<file path="src/hw/rtl/assert_macros.svh">
// assertion helpers shared by the rtl
`ifndef ASSERT_MACROS_SVH
`define ASSERT_MACROS_SVH

// checked on every edge once reset is released
`define ASSERT_CLKD(lbl, clk, rst, prop, msg) \
   lbl: assert property (@(posedge clk) disable iff (rst) prop) else $error(msg);

// checked on every edge, reset included
`define ASSERT_ALWAYS(lbl, clk, prop, msg) \
   lbl: assert property (@(posedge clk) prop) else $error(msg);

`endif

</file>
<file path="src/hw/rtl/xrr_pkg.sv">
package xrr_pkg;

   localparam int WINDOW_MAX = 16;
   localparam int LEN_W      = $clog2(WINDOW_MAX + 1);
   localparam int OFFSET_W   = 48;
   localparam int HINT_BYTES = 16;
   localparam int CSR_IDX_W  = 3;

   typedef enum logic [CSR_IDX_W-1:0] {
      CSR_XOR_KEY      = 3'd0,
      CSR_ROTATE       = 3'd1,
      CSR_PATTERN_LEN  = 3'd2,
      CSR_PATTERN_LOW  = 3'd3,
      CSR_PATTERN_HIGH = 3'd4
   } csr_index_type;

   typedef struct packed {
      logic [7:0] enc_count;
      logic [7:0] enc_symbol;
   } req_type;

   typedef struct packed {
      logic [7:0]          run_symbol;
      logic [7:0]          run_length;
      logic                match_now;
      logic [OFFSET_W-1:0] match_offset;
      logic                found;
   } rsp_type;

   typedef struct packed {
      logic [7:0]  xor_key;
      logic [2:0]  rotate_amount;
      logic [4:0]  pattern_length;
      logic [63:0] pattern_low;
      logic [63:0] pattern_high;
   } cfg_type;

   typedef enum logic [0:0] {
      ST_IDLE,
      ST_RUN
   } state_type;

   typedef struct packed {
      logic load;
      logic step;
      logic post;
   } cmd_type;

   typedef struct packed {
      logic run_left;
   } status_type;

   // xor with the key, then rotate right
   function automatic logic [7:0] decrypt_byte(logic [7:0] b, logic [7:0] key,
                                               logic [2:0] rot);
      logic [15:0] dbl;
      dbl = {b ^ key, b ^ key} >> rot;
      return dbl[7:0];
   endfunction

endpackage

</file>
<file path="src/hw/rtl/xrr_csr.sv">
module xrr_csr (
   input  logic                             clock,
   input  logic                             reset,
   input  logic                             csr_valid,
   output logic                             csr_ready,
   input  logic [xrr_pkg::CSR_IDX_W-1:0]    csr_index,
   input  logic [63:0]                      csr_data,
   output xrr_pkg::cfg_type                 cfg
);

   xrr_pkg::cfg_type cfg_ff, cfg_in;

   assign csr_ready = 1'b1;
   assign cfg       = cfg_ff;

   always_comb begin
      cfg_in = cfg_ff;
      if (csr_valid) begin
         unique case (csr_index)
            xrr_pkg::CSR_XOR_KEY:      cfg_in.xor_key        = csr_data[7:0];
            xrr_pkg::CSR_ROTATE:       cfg_in.rotate_amount  = csr_data[2:0];
            xrr_pkg::CSR_PATTERN_LEN:  cfg_in.pattern_length = csr_data[4:0];
            xrr_pkg::CSR_PATTERN_LOW:  cfg_in.pattern_low    = csr_data;
            xrr_pkg::CSR_PATTERN_HIGH: cfg_in.pattern_high   = csr_data;
            default: ;  // unmapped index, dropped
         endcase
      end
   end

   always_ff @(posedge clock) begin
      if (reset) begin
         cfg_ff.xor_key        <= 8'd0;
         cfg_ff.rotate_amount  <= 3'd1;
         cfg_ff.pattern_length <= 5'd1;
         cfg_ff.pattern_low    <= 64'd0;
         cfg_ff.pattern_high   <= 64'd0;
      end else begin
         cfg_ff <= cfg_in;
      end
   end

endmodule

</file>
<file path="src/hw/rtl/xrr_ctrl.sv">
`include "assert_macros.svh"

module xrr_ctrl (
   input  logic                 clock,
   input  logic                 reset,
   input  logic                 req_valid,
   output logic                 req_ready,
   output logic                 rsp_valid,
   input  logic                 rsp_ready,
   input  xrr_pkg::status_type  status,
   output xrr_pkg::cmd_type     cmd
);

   xrr_pkg::state_type state_ff, state_in;
   logic rsp_valid_ff, rsp_valid_in;
   logic slot_free;

   assign slot_free = !rsp_valid_ff || rsp_ready;

   always_comb begin
      state_in = state_ff;
      unique case (state_ff)
         xrr_pkg::ST_IDLE: if (req_valid) state_in = xrr_pkg::ST_RUN;
         xrr_pkg::ST_RUN:  if (!status.run_left && slot_free) state_in = xrr_pkg::ST_IDLE;
         default:          state_in = xrr_pkg::ST_IDLE;
      endcase
   end

   always_comb begin
      req_ready = (state_ff == xrr_pkg::ST_IDLE);
      cmd.load  = req_ready && req_valid;
      cmd.step  = (state_ff == xrr_pkg::ST_RUN) && status.run_left;
      cmd.post  = (state_ff == xrr_pkg::ST_RUN) && !status.run_left && slot_free;
   end

   always_comb begin
      rsp_valid_in = rsp_valid_ff;
      if (cmd.post)
         rsp_valid_in = 1'b1;
      else if (rsp_ready)
         rsp_valid_in = 1'b0;
   end

   assign rsp_valid = rsp_valid_ff;

   always_ff @(posedge clock) begin
      if (reset) begin
         state_ff     <= xrr_pkg::ST_IDLE;
         rsp_valid_ff <= 1'b0;
      end else begin
         state_ff     <= state_in;
         rsp_valid_ff <= rsp_valid_in;
      end
   end

   `ASSERT_CLKD(a_post_slot_free, clock, reset, cmd.post |-> (!rsp_valid_ff || rsp_ready), "result posted over an untaken beat")
   `ASSERT_CLKD(a_load_enters_run, clock, reset, cmd.load |=> (state_ff == xrr_pkg::ST_RUN), "accepted beat did not start a run")
   `ASSERT_ALWAYS(a_cmd_exclusive, clock, reset || $onehot0({cmd.load, cmd.step, cmd.post}), "overlapping datapath commands")

endmodule

</file>
<file path="src/hw/rtl/xrr_dp.sv">
`include "assert_macros.svh"

module xrr_dp (
   input  logic                 clock,
   input  logic                 reset,
   input  xrr_pkg::cfg_type     cfg,
   input  xrr_pkg::req_type     req_data,
   input  xrr_pkg::cmd_type     cmd,
   output xrr_pkg::status_type  status,
   output xrr_pkg::rsp_type     rsp_data
);

   localparam int WM = xrr_pkg::WINDOW_MAX;
   localparam int LW = xrr_pkg::LEN_W;
   localparam int OW = xrr_pkg::OFFSET_W;

   logic [7:0]    window_ff [WM];
   logic [7:0]    window_in [WM];
   logic [7:0]    hint_ff   [WM];
   logic [7:0]    hint_in   [WM];
   logic [WM-1:0] mask_ff, mask_in;
   logic [LW-1:0] len_ff, len_in;
   logic [7:0]    symbol_ff, count_ff, left_ff;
   logic [7:0]    dec_count, dec_symbol;
   logic [LW-1:0] fill_ff, fill_in;
   logic [OW-1:0] offset_ff, found_off_ff;
   logic          found_ff, match_now_ff, hit;
   logic [8*xrr_pkg::HINT_BYTES-1:0] hint_vec;
   xrr_pkg::rsp_type rsp_ff;

   assign dec_count  = xrr_pkg::decrypt_byte(req_data.enc_count, cfg.xor_key,
                                             cfg.rotate_amount);
   assign dec_symbol = xrr_pkg::decrypt_byte(req_data.enc_symbol, cfg.xor_key,
                                             cfg.rotate_amount);
   assign hint_vec   = {cfg.pattern_high, cfg.pattern_low};

   // clamp length to 1..window size
   always_comb begin
      if (cfg.pattern_length == 5'd0)
         len_in = LW'(1);
      else if (int'(cfg.pattern_length) > WM)
         len_in = LW'(WM);
      else
         len_in = LW'(cfg.pattern_length);
   end

   // hint bytes lined up with the window, newest symbol at slot 0
   always_comb begin
      int idx;
      for (int p = 0; p < WM; p++) begin
         idx        = int'(len_in) - 1 - p;
         mask_in[p] = (p < int'(len_in));
         if (mask_in[p] && idx < xrr_pkg::HINT_BYTES)
            hint_in[p] = hint_vec[8*idx +: 8];
         else
            hint_in[p] = 8'd0;
      end
   end

   always_comb begin
      window_in[0] = symbol_ff;
      for (int p = 1; p < WM; p++) window_in[p] = window_ff[p-1];
   end

   assign fill_in = (int'(fill_ff) < WM) ? fill_ff + LW'(1) : fill_ff;

   always_comb begin
      hit = (fill_in >= len_ff);
      for (int p = 0; p < WM; p++)
         if (mask_ff[p] && window_in[p] != hint_ff[p]) hit = 1'b0;
   end

   assign status.run_left = (left_ff != 8'd0);
   assign rsp_data        = rsp_ff;

   always_ff @(posedge clock) begin
      if (cmd.step) begin
         for (int p = 0; p < WM; p++) window_ff[p] <= window_in[p];
      end
      if (cmd.load) begin
         for (int p = 0; p < WM; p++) hint_ff[p] <= hint_in[p];
         mask_ff   <= mask_in;
         len_ff    <= len_in;
         symbol_ff <= dec_symbol;
         count_ff  <= dec_count;
      end
      if (cmd.post) begin
         rsp_ff.run_symbol   <= symbol_ff;
         rsp_ff.run_length   <= count_ff;
         rsp_ff.match_now    <= match_now_ff;
         rsp_ff.match_offset <= found_off_ff;
         rsp_ff.found        <= found_ff;
      end
   end

   always_ff @(posedge clock) begin
      if (reset) begin
         left_ff      <= 8'd0;
         fill_ff      <= '0;
         offset_ff    <= '0;
         found_ff     <= 1'b0;
         found_off_ff <= '0;
         match_now_ff <= 1'b0;
      end else if (cmd.load) begin
         left_ff      <= dec_count;
         match_now_ff <= 1'b0;
      end else if (cmd.step) begin
         left_ff   <= left_ff - 8'd1;
         fill_ff   <= fill_in;
         offset_ff <= offset_ff + OW'(1);
         if (!found_ff && hit) begin
            found_ff     <= 1'b1;
            found_off_ff <= offset_ff + OW'(1) - OW'(len_ff);
            match_now_ff <= 1'b1;
         end
      end
   end

   `ASSERT_CLKD(a_found_sticky, clock, reset, $past(found_ff) |-> found_ff, "found flag dropped")

endmodule

</file>
<file path="src/hw/rtl/xor_rotate_rle_match_top.sv">
// xor/rotate decrypt, rle expand and pattern search
// req channel: one beat per encrypted run, enc_count and enc_symbol; both bytes
//   are xored with the key and rotated right before use
// csr channel: writes of xor key, rotation, pattern length, hint bytes; always
//   ready; user writes only while the block is idle, unchecked; others dropped
// rsp channel: one beat per run with decrypted symbol and length, match_now when
//   the first hint match fell inside this run, the start offset of that match
//   and the sticky found flag
// timing: a run of n symbols expands one symbol per cycle through the window
//   shift line; its result is posted after the last symbol, once the output
//   register is free, and the next req beat is taken only after that post
// the result sits in an output register; while it waits the next run is
//   accepted and expanded, and only the post of that run stalls on rsp_ready
// reset (synchronous, active high) restores register defaults, clears the
//   offset, fill and found state; window contents are not cleared
module xor_rotate_rle_match_top (
   input  logic                          clock,
   input  logic                          reset,
   // input runs
   input  logic                          req_valid,
   output logic                          req_ready,
   input  xrr_pkg::req_type              req_data,
   // results
   output logic                          rsp_valid,
   input  logic                          rsp_ready,
   output xrr_pkg::rsp_type              rsp_data,
   // register writes
   input  logic                          csr_valid,
   output logic                          csr_ready,
   input  logic [xrr_pkg::CSR_IDX_W-1:0] csr_index,
   input  logic [63:0]                   csr_data
);

   xrr_pkg::cfg_type    cfg;
   xrr_pkg::cmd_type    cmd;
   xrr_pkg::status_type status;

   // configuration registers
   xrr_csr u_csr (
      .clock     (clock),
      .reset     (reset),
      .csr_valid (csr_valid),
      .csr_ready (csr_ready),
      .csr_index (csr_index),
      .csr_data  (csr_data),
      .cfg       (cfg)
   );

   // sequencer: accept, expand, post
   xrr_ctrl u_ctrl (
      .clock     (clock),
      .reset     (reset),
      .req_valid (req_valid),
      .req_ready (req_ready),
      .rsp_valid (rsp_valid),
      .rsp_ready (rsp_ready),
      .status    (status),
      .cmd       (cmd)
   );

   // decrypt, window, compare and offsets
   xrr_dp u_dp (
      .clock    (clock),
      .reset    (reset),
      .cfg      (cfg),
      .req_data (req_data),
      .cmd      (cmd),
      .status   (status),
      .rsp_data (rsp_data)
   );

endmodule

</file>
<file path="config.mk">
export PLATFORM = sky130hd
export DESIGN_NAME = xor_rotate_rle_match_top
export DESIGN_NICKNAME = d
export VERILOG_FILES = /design/src/hw/rtl/xrr_pkg.sv /design/src/hw/rtl/xrr_csr.sv /design/src/hw/rtl/xrr_ctrl.sv /design/src/hw/rtl/xrr_dp.sv /design/src/hw/rtl/xor_rotate_rle_match_top.sv
export VERILOG_INCLUDE_DIRS = /design/src /design/src/hw/rtl
export SDC_FILE = /design/constraint.sdc
export NUM_CORES = 1
export LEC_CHECK = 0
export ABC_CLOCK_PERIOD_IN_PS = 11400
export BUFFER_PORTS_ARGS = -buffer_cell sky130_fd_sc_hd__buf_2
export CORE_AREA = 4 4 231 233
export CTS_CLUSTER_SIZE = 24
export DETAILED_ROUTE_END_ITERATION = 7
export DIE_AREA = 0 0 235 237
export PLACE_DENSITY = 0.82
export REMOVE_ABC_BUFFERS = 1
export SLEW_MARGIN = 5
export SYNTH_ARGS = -nofsm -noshare
export SYNTH_HDL_FRONTEND = slang
export SYNTH_SLANG_ARGS = --single-unit
</file>
<file path="constraint.sdc">
create_clock -name clock -period 11.4 [get_ports clock]
set_input_delay 0.57 -clock clock [delete_from_list [all_inputs] [get_ports clock]]
set_output_delay 0.57 -clock clock [all_outputs]
set_load 0.02 [all_outputs]
</file>
==> results.py <==
metrics = {
    "clock_network": {
        "htree_levels": 3,
        "post-cts-setup-buffer-count": 0,
        "clock_path_buffers": 3,
        "cts_sinks": 607,
        "holdBufCountCts": 0,
        "tritoncts.num_buffers": 67,
        "clk_pin_slew_worst_paths_ns": 0.06,
        "cts_tree": "yes",
        "cts_resized": 0,
        "root_buffer": "clkbuf_16",
        "clk_latency_ns": 0.61,
    },
    "pwr": {
        "p_clk_frac": 0.403,
        "ir_drop_uv": 133,
        "seqPwrFrac": 0.483,
        "internal-power_mw": 3.99,
        "p_total_mw": 5.38,
        "p_leak_nw": 13.3,
        "powerDensity_nw_per_um2": 154,
        "power_switching_mw": 1.39,
        "combPwrFrac": 0.114,
        "swShare": 0.258,
    },
    "setup_path": {
        "crit_slowest_cell": "dfxtp_1",
        "critPathLaunch": "u_csr.cfg[132]",
        "cp.depth": 12,
        "crit_buf_inv": 4,
        "reg2reg_slack_ns": 6.18,
        "r2r_start": "u_csr.cfg[132]",
        "cp-endpoint": "u_dp.hint_ff[0][10]",
        "critPathCaptureType": "flop",
        "cp_slowest_stage_delay_ns": 0.71,
        "rr_endpoint": "u_dp.hint_ff[0][10]",
        "path_class": "flop to flop",
        "path_delay_family": "buffers and inverters",
        "critPathLaunchType": "flop",
        "crit_required_ns": 11.77,
        "worstPathArrival_ns": 5.58,
        "r2r_cells": 12,
        "cpMostUsedCell": "buf_4",
        "cp_cell_sequence": "or2_4, ha_1, xnor2_4, buf_4, clkinv_1, buf_4, ha_1, a21boi_0, xnor2_1, buf_4, mux4_2, and2_1",
        "crit_fanout": 44,
    },
    "synthesis": {
        "synthArstFlopShare": 0,
        "synth_top_family_by_area": "simple AND/OR/NAND/NOR gates",
        "synth_edf_count": 350,
        "synth.largest_area_cell": "edfxtp_1",
        "ys_ff_latch": 607,
        "synthesis.area_um2": 31400,
        "synth_compound_area_frac": 0.0703,
        "muxShareOfSynthArea": 0.145,
        "synthDistinctLibCells": 78,
        "syn_area_per_cell_um2": 10.3,
        "yosysWarnings": 0,
        "synth_area_leaders": "edfxtp_1, dfxtp_1, mux2i_1",
        "synth_flop_cell": "edfxtp_1",
        "yosys.area_share.simple": 0.168,
        "synth_xor_area_frac": 0.0780,
        "synthAdderAreaFrac": 0.0122,
        "synth_sequential_area_ratio": 0.498,
        "synth_cells": 3059,
        "yosysTopAreaCellShare": 0.335,
    },
    "global_route": {
        "grt_pass1_wl_mm": 138,
        "grt_overflow": 0,
        "grt_max_degree": 158,
        "grt.total_usage": 0.319,
        "grt_pass1_vias": 22801,
        "grt_antenna_before_repair": 4,
    },
    "floorplanning": {
        "io_pins": 157,
        "start_util": 0.614,
        "coreArea_um2": 51200,
        "die_area_um2": 55700,
        "die_h_um": 237,
        "core.rowCount": 83,
        "fp.dieW_um": 235,
    },
    "detailed_routing": {
        "drt.antenna.violating_nets": 0,
        "routed_wl_mm": 91.1,
        "wl_per_cell_um": 23.6,
        "firstDrtPassIters": 6,
        "drtIter0Drc": 3038,
        "drcViolationCount": 0,
        "via_per_inst": 6.26,
        "vias": 24192,
    },
    "sta": {
        "setup_tns_ns": 0,
        "timing.hold.ws_ns": 0.207,
        "finalCritPeriodShare": 0.458,
        "setup_viol": 0,
        "grt_setup_unrepaired": "no",
        "period_minus_slack_ns": 5.22,
        "relSlewSlack": 0.237,
        "final_hold_viol_count": 0,
        "slew_viol_final": 0,
        "fmax_mhz": 192,
        "finClkSkew_ns": 0.0234,
        "worst_pin_slew_ns": 1.14,
    },
    "cells_and_area": {
        "num-nets-final": 3246,
        "diodes": 0,
        "drive_gt1_frac": 0.117,
        "flow.area_growth_from_synthesis_pct": 11.0,
        "final_cells": 3862,
    },
    "outcome": {
        "status": "finished, final reports clean",
    },
    "flow_run": {
        "cap_violations": 0,
    },
    "placed_design": {
        "numPlacedInstances": 3739,
        "dpl.hpwl_mm": 67.1,
        "finalWeightedCongestion": 1.04,
        "port_buffers": 155,
    },
    "min_path": {
        "worst_hold_path_type": "primary input to flop",
        "worstHoldStart": "csr_data[38]",
    },
}
worst min-delay path by stage:
stage,end,depth (start not counted)
after floorplan,u_dp.rsp_data[50],0
after global placement,u_dp.rsp_data[53],0
final,u_csr.cfg[102],3
after global routing,u_csr.cfg[46],3
after CTS,u_csr.cfg[108],3
after detailed placement,u_dp.rsp_data[54],0
cell type report:
class | count | area [um2]
Fill cell | 3785 | 16300
Sequential cell | 607 | 15700
Multi-Input combinational cell | 2233 | 15000
Clock buffer | 92 | 1910
Timing Repair Buffer | 187 | 1030
Tap cell | 680 | 851
Clock inverter | 31 | 304
Inverter | 32 | 126
synth_stat cells, drive strengths merged (5+ instances only):
| cell type | number |
|---|---|
| a211oi | 29 |
| ha | 29 |
| or3 | 19 |
| nor2b | 27 |
| and3 | 103 |
| dfxtp | 257 |
| a221oi | 5 |
| buf | 60 |
| nor2 | 173 |
| nand3 | 73 |
| xnor2 | 220 |
| and2 | 25 |
| a21oi | 222 |
| mux4 | 30 |
| o21ai | 61 |
| and4 | 7 |
| o211ai | 7 |
| a31oi | 15 |
| nor4 | 13 |
| edfxtp | 350 |
| mux2i | 385 |
| nor3 | 43 |
| a21o | 6 |
| o22ai | 6 |
| nand2 | 545 |
| clkbuf | 128 |
| xor2 | 59 |
| inv | 29 |
| nand2b | 12 |
| nand4 | 66 |
| o21a | 7 |
flip-flops by register name, summed over array words and instances (netlist names), 5 cells and up:
| name | count |
|---|---|
| u_csr.cfg | 144 |
| u_dp.hint_ff | 128 |
| u_dp.window_ff | 120 |
| u_dp.rsp_data | 66 |
| u_dp.found_off_ff | 48 |
| u_dp.offset_ff | 48 |
| u_dp.mask_ff | 15 |
| u_dp.count_ff | 8 |
| u_dp.left_ff | 8 |
| u_dp.symbol_ff | 8 |
| u_dp.fill_ff | 5 |
| u_dp.len_ff | 5 |
through the flow:
step / utilization / cell area, um2 / setup WS, ns
finish: 0.681 / 34900 / 6.18
global route: 0.681 / 34900 / 5.98
CTS: 0.681 / 34900 / 6.27
detailed placement: 0.637 / 32600 / 6.25
global placement: 0.637 / 32600 / 6.40
floorplan: - / 30600 / -0.373
tightest hold or removal path, cell delays in order:
cell	delay, ns
buf_2	0.10
nand2_1	0.05
a21oi_1	0.05
layout by cell type (no fill, tap or decap), types with 7 or more instances in the layout:
cell type  instances
a211oi_1          28
a21oi_1          220
a31oi_1           15
and2_1            25
and3_1           101
buf_2            154
buf_4             31
clkbuf_1          14
clkbuf_16         70
clkbuf_8           8
clkinv_2          17
dfxtp_1          257
edfxtp_1         350
ha_1              28
inv_1             26
mux2i_1          385
mux4_2            30
nand2_1          543
nand2b_1          12
nand3_1           66
nand4_1           65
nor2_1           173
nor2b_1           25
nor3_1            41
nor4_1             8
o21a_1             7
o21ai_0           57
or3_1             19
xnor2_1          214
xor2_1            59
metal layers:
metal	vias up	GRT usage	part of all wire
met5	-	0	0.00014
met3	166	0.0700	0.10
li1	11014	-	-
met2	1245	0.485	0.44
met4	2	0.0931	0.032
met1	11765	0.463	0.42
power by group through the flow:
stage                     Clock, mW  Combinational, mW  Sequential, mW
after floorplan                   0              0.397            2.64
after global placement            0              0.586            2.63
after detailed placement          0              0.603            2.64
after CTS                      2.18              0.606            2.59
after global routing           2.28              0.664            2.61
final                          2.17              0.613            2.60
cells by family after synthesis:
group | after synthesis
and+or+nand+nor | 1123
adders and majority gates | 30
xor gates and xnor gates | 279
DFF | 607
AOI/OAI and AO/OA | 382
buffers and inverters | 220
muxes | 417
other | 1
Note: power is estimated with default switching activity, not from simulation.
